--- config.mk ---
export PLATFORM = sky130hd
export DESIGN_NAME = crc_and_byte_checksum_unit
export DESIGN_NICKNAME = d
export VERILOG_FILES = /design/src/hdl/cbcu_pkg.sv /design/src/hdl/crc_and_byte_checksum_unit.sv /design/src/hdl/cbcu_in_stage.sv /design/src/hdl/cbcu_core.sv
export SDC_FILE = /design/constraint.sdc
export NUM_CORES = 1
export LEC_CHECK = 0
export BUFFER_PORTS_ARGS = -buffer_cell sky130_fd_sc_hd__buf_2
export CORE_AREA = 2 2 132 134
export CTS_CLUSTER_SIZE = 12
export DETAILED_ROUTE_END_ITERATION = 12
export DIE_AREA = 0 0 134 136
export PLACE_DENSITY = 0.86
export SYNTH_ARGS = -nofsm -noshare
export SYNTH_HDL_FRONTEND = slang
export SYNTH_HIERARCHICAL = 1
export SYNTH_SLANG_ARGS = --single-unit
--- constraint.sdc ---
create_clock -name i_clk -period 6.5 [get_ports i_clk]
set_clock_uncertainty 0.1 [all_clocks]
set_input_delay 0.325 -clock i_clk [delete_from_list [all_inputs] [get_ports i_clk]]
set_output_delay 0.325 -clock i_clk [all_outputs]
set_load 0.005 [all_outputs]
--- src/hdl/cbcu_pkg.sv ---
// Shared types and constants for the CRC and byte checksum unit.
// No dependencies; every other file imports this package.
package cbcu_pkg;

    localparam int MAX_DEGREE    = 32;
    localparam int DEG_W         = 6;
    localparam int DEG_IDX_W     = $clog2(MAX_DEGREE);
    localparam int CHECKSUM_BITS = 8;
    localparam int HB_COUNT_W    = 4;
    localparam int CFG_DATA_W    = 32;
    localparam int CFG_INDEX_W   = 2;

    // Configuration register indexes
    localparam logic [CFG_INDEX_W-1:0] CFG_GENERATOR_LOW = 2'd0;
    localparam logic [CFG_INDEX_W-1:0] CFG_CRC_DEGREE    = 2'd1;
    localparam logic [CFG_INDEX_W-1:0] CFG_MODE          = 2'd2;

    // Operating modes
    localparam logic MODE_GENERATE = 1'b0;
    localparam logic MODE_CHECK    = 1'b1;

    typedef struct packed {
        logic [MAX_DEGREE-1:0] generator_low;
        logic [DEG_W-1:0]      crc_degree;
        logic                  mode;
    } t_cfg;

    typedef struct packed {
        logic bit_in;
        logic last;
    } t_item;

    typedef struct packed {
        logic [MAX_DEGREE-1:0]    crc_remainder;
        logic [CHECKSUM_BITS-1:0] checksum_byte;
        logic                     crc_error;
        logic                     checksum_error;
    } t_result;

endpackage

--- src/hdl/crc_and_byte_checksum_unit.sv ---
// Top level of the serial CRC and ones' complement byte checksum unit.
// Depends on cbcu_pkg, cbcu_in_stage and cbcu_core.
//
// The unit takes a message one bit per item, most significant bit first, and
// gives one result on the item marked last, none on the others. In generate
// mode the result carries the CRC remainder of message * x^degree and the
// ones' complement of the end-around-carry byte sum of the message. In check
// mode the whole codeword is divided (crc_error flags a nonzero remainder),
// the final 8 bits are held back as the received checksum and compared with
// the checksum of the bits before them. Throughput is one item per cycle
// unless a last item is held at the output: an item is registered in the
// input register, and its state update and result are formed in a single
// pass from there into the output register. Non-last items never
// wait on the output side; a last item waits only while an earlier result is
// still unclaimed. Degree 0 acts as 1 and degrees above 32 act as 32;
// generator bits at or above the degree are ignored. Write configuration
// only while the unit is idle; all message state clears after each result.
module crc_and_byte_checksum_unit (
    input  logic                                i_clk,
    input  logic                                i_rst_n,
    // configuration write port
    input  logic                                i_cfg_we,
    input  logic [cbcu_pkg::CFG_INDEX_W-1:0]    i_cfg_index,
    input  logic [cbcu_pkg::CFG_DATA_W-1:0]     i_cfg_data,
    // input items
    input  logic                                i_in_valid,
    output logic                                o_in_ready,
    input  logic                                i_bit_in,
    input  logic                                i_last,
    // results
    output logic                                o_out_valid,
    input  logic                                i_out_ready,
    output logic [cbcu_pkg::MAX_DEGREE-1:0]     o_crc_remainder,
    output logic [cbcu_pkg::CHECKSUM_BITS-1:0]  o_checksum_byte,
    output logic                                o_crc_error,
    output logic                                o_checksum_error
);
    import cbcu_pkg::*;

    t_cfg    r_cfg;
    logic    r_out_valid;
    t_result r_result;

    t_item   w_in_item;
    t_item   w_s1_item;
    logic    w_s1_valid;
    logic    w_out_free;
    logic    w_fire;
    t_result w_result;

    // configuration registers; unknown indexes are dropped
    always_ff @(posedge i_clk) begin
        if (!i_rst_n) begin
            r_cfg.generator_low <= MAX_DEGREE'(7);
            r_cfg.crc_degree    <= DEG_W'(8);
            r_cfg.mode          <= MODE_GENERATE;
        end else if (i_cfg_we) begin
            unique case (i_cfg_index)
                CFG_GENERATOR_LOW: r_cfg.generator_low <= i_cfg_data[MAX_DEGREE-1:0];
                CFG_CRC_DEGREE:    r_cfg.crc_degree    <= i_cfg_data[DEG_W-1:0];
                CFG_MODE:          r_cfg.mode          <= i_cfg_data[0];
                default:           ;
            endcase
        end
    end

    assign w_in_item.bit_in = i_bit_in;
    assign w_in_item.last   = i_last;

    // the output register is free when empty or being drained this cycle
    assign w_out_free = !r_out_valid || i_out_ready;
    // advance the registered item unless it is a last item facing a full output
    assign w_fire     = w_s1_valid && (!w_s1_item.last || w_out_free);

    cbcu_in_stage u_in_stage (
        .i_clk     (i_clk),
        .i_rst_n   (i_rst_n),
        .i_valid   (i_in_valid),
        .o_ready   (o_in_ready),
        .i_item    (w_in_item),
        .i_advance (w_fire),
        .o_valid   (w_s1_valid),
        .o_item    (w_s1_item)
    );

    cbcu_core u_core (
        .i_clk    (i_clk),
        .i_rst_n  (i_rst_n),
        .i_cfg    (r_cfg),
        .i_fire   (w_fire),
        .i_item   (w_s1_item),
        .o_result (w_result)
    );

    // result register: load on a last item, drop when taken
    always_ff @(posedge i_clk) begin
        if (!i_rst_n) begin
            r_out_valid <= 1'b0;
        end else if (w_fire && w_s1_item.last) begin
            r_out_valid <= 1'b1;
        end else if (i_out_ready) begin
            r_out_valid <= 1'b0;
        end
    end

    always_ff @(posedge i_clk) begin
        if (w_fire && w_s1_item.last) begin
            r_result <= w_result;
        end
    end

    assign o_out_valid      = r_out_valid;
    assign o_crc_remainder  = r_result.crc_remainder;
    assign o_checksum_byte  = r_result.checksum_byte;
    assign o_crc_error      = r_result.crc_error;
    assign o_checksum_error = r_result.checksum_error;

endmodule

--- src/hdl/cbcu_in_stage.sv ---
// Input register stage of the CRC and byte checksum unit.
// Depends on cbcu_pkg for the item type.
module cbcu_in_stage (
    input  logic           i_clk,
    input  logic           i_rst_n,
    input  logic           i_valid,
    output logic           o_ready,
    input  cbcu_pkg::t_item i_item,
    input  logic           i_advance,
    output logic           o_valid,
    output cbcu_pkg::t_item o_item
);
    import cbcu_pkg::*;

    logic  r_valid;
    t_item r_item;

    assign o_ready = !r_valid || i_advance;
    assign o_valid = r_valid;
    assign o_item  = r_item;

    always_ff @(posedge i_clk) begin
        if (!i_rst_n) begin
            r_valid <= 1'b0;
        end else if (o_ready) begin
            r_valid <= i_valid;
        end
    end

    always_ff @(posedge i_clk) begin
        if (o_ready && i_valid) begin
            r_item <= i_item;
        end
    end

endmodule

--- src/hdl/cbcu_core.sv ---
// CRC shift register, mod-255 residue and checksum hold-back state.
// Depends on cbcu_pkg for configuration, item and result types.
module cbcu_core (
    input  logic              i_clk,
    input  logic              i_rst_n,
    input  cbcu_pkg::t_cfg    i_cfg,
    input  logic              i_fire,
    input  cbcu_pkg::t_item   i_item,
    output cbcu_pkg::t_result o_result
);
    import cbcu_pkg::*;

    logic [MAX_DEGREE-1:0]    r_crc;
    logic [CHECKSUM_BITS-1:0] r_residue;
    logic                     r_nonzero;
    logic [CHECKSUM_BITS-1:0] r_hb_bits;
    logic [HB_COUNT_W-1:0]    r_hb_count;

    logic [MAX_DEGREE-1:0]    n_crc;
    logic [CHECKSUM_BITS-1:0] n_residue;
    logic                     n_nonzero;
    logic [CHECKSUM_BITS-1:0] n_hb_bits;
    logic [HB_COUNT_W-1:0]    n_hb_count;

    logic [DEG_W-1:0]         w_deg;
    logic [DEG_IDX_W-1:0]     w_top_idx;
    logic [MAX_DEGREE:0]      w_full_mask;
    logic [MAX_DEGREE-1:0]    w_mask;
    logic [MAX_DEGREE-1:0]    w_gen;
    logic [MAX_DEGREE-1:0]    w_reg;
    logic                     w_top;
    logic                     w_feed_en;
    logic                     w_feed_bit;
    logic [CHECKSUM_BITS:0]   w_res_sum;
    logic [CHECKSUM_BITS-1:0] w_sum;
    logic [CHECKSUM_BITS-1:0] w_computed;
    logic                     w_check;

    // Clamp the degree into 1..MAX_DEGREE
    always_comb begin
        w_deg = i_cfg.crc_degree;
        if (i_cfg.crc_degree == '0) begin
            w_deg = DEG_W'(1);
        end else if (i_cfg.crc_degree > DEG_W'(MAX_DEGREE)) begin
            w_deg = DEG_W'(MAX_DEGREE);
        end
    end

    assign w_top_idx   = DEG_IDX_W'(w_deg - DEG_W'(1));
    assign w_full_mask = ({{MAX_DEGREE{1'b0}}, 1'b1} << w_deg) - {{MAX_DEGREE{1'b0}}, 1'b1};
    assign w_mask      = w_full_mask[MAX_DEGREE-1:0];
    assign w_gen       = i_cfg.generator_low & w_mask;
    assign w_reg       = r_crc & w_mask;
    assign w_top       = w_reg[w_top_idx];
    assign w_check     = (i_cfg.mode == MODE_CHECK);

    always_comb begin
        n_hb_bits  = r_hb_bits;
        n_hb_count = r_hb_count;
        w_feed_en  = 1'b1;
        w_feed_bit = i_item.bit_in;
        if (w_check) begin
            // divide the whole codeword; delay the data bits by the checksum width
            n_crc = ((w_reg << 1) | {{(MAX_DEGREE-1){1'b0}}, i_item.bit_in}) & w_mask;
            if (w_top) begin
                n_crc = n_crc ^ w_gen;
            end
            if (r_hb_count >= HB_COUNT_W'(CHECKSUM_BITS)) begin
                w_feed_bit = r_hb_bits[CHECKSUM_BITS-1];
            end else begin
                w_feed_en  = 1'b0;
                n_hb_count = r_hb_count + HB_COUNT_W'(1);
            end
            n_hb_bits = {r_hb_bits[CHECKSUM_BITS-2:0], i_item.bit_in};
        end else begin
            n_crc = (w_reg << 1) & w_mask;
            if (w_top ^ i_item.bit_in) begin
                n_crc = n_crc ^ w_gen;
            end
        end

        // residue = 2 * residue + bit, reduced mod 255
        w_res_sum = {r_residue, w_feed_bit};
        if (w_res_sum >= (CHECKSUM_BITS+1)'(255)) begin
            w_res_sum = w_res_sum - (CHECKSUM_BITS+1)'(255);
        end
        if (w_feed_en) begin
            n_residue = w_res_sum[CHECKSUM_BITS-1:0];
            n_nonzero = r_nonzero | w_feed_bit;
        end else begin
            n_residue = r_residue;
            n_nonzero = r_nonzero;
        end
    end

    always_comb begin
        if (!n_nonzero) begin
            w_sum = '0;
        end else if (n_residue == '0) begin
            w_sum = '1;
        end else begin
            w_sum = n_residue;
        end
        w_computed = ~w_sum;
        o_result.crc_remainder  = n_crc;
        o_result.checksum_byte  = w_computed;
        o_result.crc_error      = w_check && (n_crc != '0);
        o_result.checksum_error = w_check && (n_hb_bits != w_computed);
    end

    always_ff @(posedge i_clk) begin
        if (!i_rst_n) begin
            r_crc      <= '0;
            r_residue  <= '0;
            r_nonzero  <= 1'b0;
            r_hb_bits  <= '0;
            r_hb_count <= '0;
        end else if (i_fire) begin
            if (i_item.last) begin
                r_crc      <= '0;
                r_residue  <= '0;
                r_nonzero  <= 1'b0;
                r_hb_bits  <= '0;
                r_hb_count <= '0;
            end else begin
                r_crc      <= n_crc;
                r_residue  <= n_residue;
                r_nonzero  <= n_nonzero;
                r_hb_bits  <= n_hb_bits;
                r_hb_count <= n_hb_count;
            end
        end
    end

endmodule
# == Word level (Yosys, flattened, before mapping) ==
# Index checks and enable logic that the tools add are counted.
# op_classes
add_sub_neg,4
n_lt_le_gt_ge,4
eq_ne,4
n_shift,1
n_mux,26
bitwise,10
n_reduce_logical,21
# ops
cell,count
32-bit AND,4
32-bit two-way mux,4
32-bit bitwise XOR,2
8-bit two-way mux,7
32-bit by 1-bit OR with 32-bit output,1
32-bit nonzero test,1
"1-bit by 6-bit left shift with 32-bit output, first input constant",1
"32-bit by 1-bit subtractor with 32-bit output, second input constant",1
4-bit two-way mux,3
6-bit two-way mux,2
"9-bit by 8-bit >= comparator with 1-bit output, second input constant",1
1-bit two-way mux,9
8-bit zero test,1
8-bit != test,1
8-bit inverter,1
"8-bit subtractor, second input constant",1
"6-bit greater-than comparator, second input constant",1
6-bit zero test,1
"5-bit by 6-bit less-than comparator with 1-bit output, second input constant",1
2-bit AND reduction,3
1-bit binary-select mux with 5-bit select,1
1-bit logical AND,5
"5-bit by 1-bit subtractor with 5-bit output, second input constant",1
"4-bit by 1-bit adder with 4-bit output, second input constant",1
11 further kinds,16
# totals
regBits,138
in_bits,41
elab_cells,86

# == Longest topological paths before layout ==
# depth
depth_word,13
depth_mapped,29
depth_no_buf,19

# == Hierarchy ==
# Netlist, hierarchy kept.
# modules_own_cells
mod,n_inst,cells_per_inst,area_each_um2,seq_area_each_um2
cbcu_core,1,789,5836.8,1061.0
crc_and_byte_checksum_unit,1,218,2897.8,2062.0
cbcu_in_stage,1,7,117.6,80.1

# == Least setup slack after synthesis ==
# Ideal clock, no wire load.
# synth_timing
kind,reg-to-reg
startpoint,reg r_cfg[3] in the netlist's numbering
endpoint,"reg r_result (netlist bit o_crc_error), data pin"
setup_ns,0.264
arrival_time_ns,5.964
slack_ns,0.173
stages_incl_launch_ff,27
path_cell_list,dfxtp_1 buf_2 buf_2 nor4_1 o21a_1 inv_2 buf_1 ha_1 buf_2 buf_2 buf_1 nand2_1 ha_1 buf_1 o21ai_2 nor2_1 nand3_1 a311o_1 a311oi_1 o32ai_2 a211o_4 buf_6 nand4_2 a21oi_2 or4_1 or4b_1 o41a_1
# synth_rtl
element,line,rtl
"start, declared",crc_and_byte_checksum_unit.sv:40,t_cfg r_cfg;
"end signal, assigned",crc_and_byte_checksum_unit.sv:108,r_result <= w_result;
"end, declared",crc_and_byte_checksum_unit.sv:42,t_result r_result;

==> impl_metrics.tcl <==
set metrics [dict create \
    grt_antenna_before_repair 0 \
    synth_xor_area_frac 0.0297 \
    syn_to_final_growth_pct 13.4 \
    critPathLaunchType "register" \
    rows 48 \
    p_per_area_nw_per_um2 229 \
    synth_nets 1064 \
    post-route-util 0.595 \
    synth_edf_count 44 \
    outcome "finished clean" \
    crit_start "r_cfg[2]" \
    yosysWarnings 6 \
    wl_per_cell_um 20.1 \
    grt_util_met1 0.384 \
    gr-max-usage-layer "met2" \
    dieArea_um2 18200 \
    synthAdderAreaFrac 0.0127 \
    report.final.setup_viol 0 \
    worstSetupEndpointType "register" \
    cp_top_family "compound AO/OA/AOI/OAI gates" \
    grt_start_max_net_pins 126 \
    clock_path_buffers 2 \
    synth-compound-area-share 0.227 \
    post_cts_buffers 0 \
    grt_util_met3 0.0485 \
    port_buffers 84 \
    setup_tns_ns 0 \
    grt_use_total 0.284 \
    path_cells "nor4_1, o21a_2, inv_2, ha_1, buf_4, nand2_1, ha_1, buf_4, o21ai_2, o41ai_1, o2bb2ai_1, a21oi_1, o32ai_2, and2_1, a21oi_4, buf_4, nand4_1, a21boi_1, or4_1, or4b_1, o41a_1" \
    max_stage_delay_ns 0.61 \
    design_area_um2 10000 \
    cp.arrival_ns 6.28 \
    irDropWorstVdd_v 0.000199 \
    ys_seq_area_frac 0.362 \
    drive_gt1_frac 0.195 \
    slowest_stage "o32ai_2" \
    ctsRootBufferMaster "clkbuf_16" \
    async_flop_share 0 \
    drt-initial-drc-count 1154 \
    r2r_slack_ns 0.29 \
    start_util 0.525 \
    pin_count 85 \
    drv_slew 0 \
    worstSetupPathType "register to register" \
    p_leak_uw 0.00361 \
    insertion_delay_ns 0.42 \
    wirelength_mm 26.4 \
    min_to "r_cfg[15]" \
    cp_num_buf_inv 4 \
    worst_slew_pin_slew_ns 1.09 \
    whs_path_depth 3 \
    r2r_start "r_cfg[2]" \
    die_y_um 136 \
    vias 8486 \
    route.detailed.drc 0 \
    hpwl_mm 18.2 \
    syn_inst 1014 \
    maxCapViolCount 0 \
    grt_pass1_wl_mm 40.8 \
    cts_tree "done" \
    h-tree-depth 4 \
    synth_area_um2 8850 \
    hold_class "primary input to register" \
    fmax_ghz 0.161 \
    r2r-end "o_crc_error" \
    timing.final.crit_period_ns 6.21 \
    final_cells 1315 \
    cp_common_cell "buf_4" \
    fin_crit_sh 0.955 \
    cts_made_buffers 17 \
    antenna_cells 0 \
    met2_usage 0.456 \
    place.gp.congestion 0.989 \
    synth_top_family_by_area "simple AND/OR/NAND/NOR gates" \
    syn_avg_cell_area_um2 8.73 \
    first_pass_iters 5 \
    synthFlopType "dfxtp_1" \
    hold_viol 0 \
    min_from "i_cfg_data[8]" \
    via_per_inst 6.45 \
    fillCellCount 1463 \
    final_nets 1127 \
    yosys.area_share.simple 0.261 \
    cts_sinks 138 \
    worstPathRequired_ns 6.57 \
    fp.dieW_um 134 \
    coreArea_um2 16900 \
    crit_path_max_fanout 29 \
    synth.area.mux_share 0.0537 \
    synth_cell_types 97 \
    rsz0062_at_grt "false" \
    dp_cells 1279 \
    cts.clk_slew.worst_paths_ns 0.06 \
    first_global_vias 7640 \
    slew_headroom 0.272 \
    final_antenna_net_count 0 \
    overflow 0 \
    worst-r2r-cell-count 21 \
    dpl_cell_area_um2 9430 \
    ys_seq_elements 138 \
]
[registers in the layout (all words and copies together) (netlist names)]
| register | count |
|---|---|
| r_cfg | 39 |
| o_crc_remainder | 32 |
| u_core/r_crc | 32 |
| o_checksum_byte | 8 |
| u_core/r_hb_bits | 8 |
| u_core/r_residue | 8 |
| u_core/r_hb_count | 4 |
| u_in_stage/o_item | 2 |
| o_checksum_error | 1 |
| o_crc_error | 1 |
| o_out_valid | 1 |
| u_core/r_nonzero | 1 |
| u_in_stage/o_valid | 1 |
[layer usage]
| layer | wire, um | up-vias |
|---|---|---|
| met5 | 0 | - |
| met1 | 11200 | 3997 |
| li1 | - | 3907 |
| met3 | 2190 | 73 |
| met4 | 872 | 0 |
| met2 | 12200 | 509 |
[synthesized netlist by cell type, drive strengths merged, types with 5 or more instances]
master | count | area [um2]
nand2 | 141 | 529
dfxtp | 94 | 1880
nor2b | 57 | 357
a21oi | 47 | 246
nor2 | 47 | 176
a22oi | 46 | 345
edfxtp | 44 | 1320
mux2i | 43 | 430
buf | 38 | 246
clkbuf | 38 | 143
nand4 | 35 | 225
o21ai | 34 | 174
nand3 | 27 | 135
a31o | 26 | 228
inv | 23 | 86.3
a21boi | 18 | 139
nor3 | 15 | 91.3
xnor2 | 15 | 131
xor2 | 15 | 131
and2 | 14 | 90.1
o211ai | 14 | 110
nand2b | 12 | 82.6
and3 | 10 | 62.6
ha | 9 | 113
or4 | 9 | 67.6
a31oi | 8 | 50.1
a21o | 7 | 52.6
nor4 | 7 | 50.1
o22ai | 7 | 43.8
or2 | 7 | 46.3
o31ai | 6 | 45.0
a211oi | 5 | 42.5
and4 | 5 | 43.8
nor3b | 5 | 48.8
nor4b | 5 | 80.1
or3 | 5 | 36.3
[final cells by class]
cell class              instances  area, um2  area share
multi-input cells             778       5220       0.520
flip-flops and latches        138       3200       0.319
repair buffers                118        683      0.0680
clock buffers                  20        447      0.0445
well taps                     225        282      0.0280
clock inverters                12        118      0.0117
inverters                      24       90.1     0.00897
[cells in the final DEF (no fill, tap or decap), types with 5 or more instances in the layout]
master and count:
xnor2_1 15, xor2_1 15, o21ai_0 32, o211ai_1 13
inv_1 22, nand2b_1 11, nor2b_1 57, or2_2 5
and4_1 5, a21boi_0 11, nor4_1 6, a31o_2 24
a21boi_1 6, nor3_1 13, dfxtp_1 94, or4_1 9
a21o_1 7, edfxtp_1 44, and2_1 13, ha_1 9
a21oi_1 44, o31ai_1 6, nand4_1 34, o22ai_1 7
clkbuf_16 17, a22oi_1 46, nor2_1 45, buf_2 83
a31oi_1 8, mux2i_1 43, nand2_1 141, buf_4 33
and3_1 10, nand3_1 27
[worst reg2reg max path, cell delays in order (launching register included)]
cell	delay, ns
dfxtp_1	0.34
nor4_1	0.29
o21a_2	0.28
inv_2	0.09
ha_1	0.22
buf_4	0.19
nand2_1	0.14
ha_1	0.19
buf_4	0.19
o21ai_2	0.14
o41ai_1	0.45
o2bb2ai_1	0.26
a21oi_1	0.15
o32ai_2	0.61
and2_1	0.36
a21oi_4	0.16
buf_4	0.27
nand4_1	0.12
a21boi_1	0.09
or4_1	0.39
or4b_1	0.52
o41a_1	0.38
[worst max path at each step]
stage | depth (start not counted) | end | slack (ns)
2_1_floorplan | 26 | o_crc_error | 0.17
3_3_place_gp | 18 | o_crc_error | 0.37
3_5_place_dp | 18 | o_crc_error | 0.28
4_1_cts | 18 | o_crc_error | 0.24
5_1_grt | 18 | o_crc_error | 0.06
6_report | 21 | o_crc_error | 0.29
[report_power, final]
group	internal (uW)	switching, uW	leakage (uW)
Sequential	913	16.0	0.00120
Combinational	156	291	0.00214
Clock	541	386	0.000269
[stage by stage]
step,hold WS (ns),worst slack [ns],total power [uW]
6_report,0.0466,0.293,2300
5_1_grt,0.0444,0.0556,2380
4_1_cts,0.0321,0.239,2290
3_5_place_dp,0.356,0.282,1370
3_3_place_gp,0.345,0.372,1360
2_1_floorplan,0.324,0.173,1250
[what timing repair did]
| action | CTS | global route |
|---|---|---|
| endpoints found under the hold margin | 2 | 0 |
| gates resized for setup | 0 | 2 |
| endpoints found under the setup margin | 0 | 1 |
| hold buffers | 2 | 0 |
[cell families (layout without fill, tap and decap cells)]
| logic type | after synthesis | count (layout) |
|---|---|---|
| mux | 47 | 47 |
| buf+inv | 100 | 174 |
| flops | 138 | 138 |
| xor+xnor | 30 | 30 |
| fa+ha+maj | 9 | 9 |
| simple gates | 420 | 420 |
| compound gates | 270 | 272 |
Power figures use the tool's default switching activity.
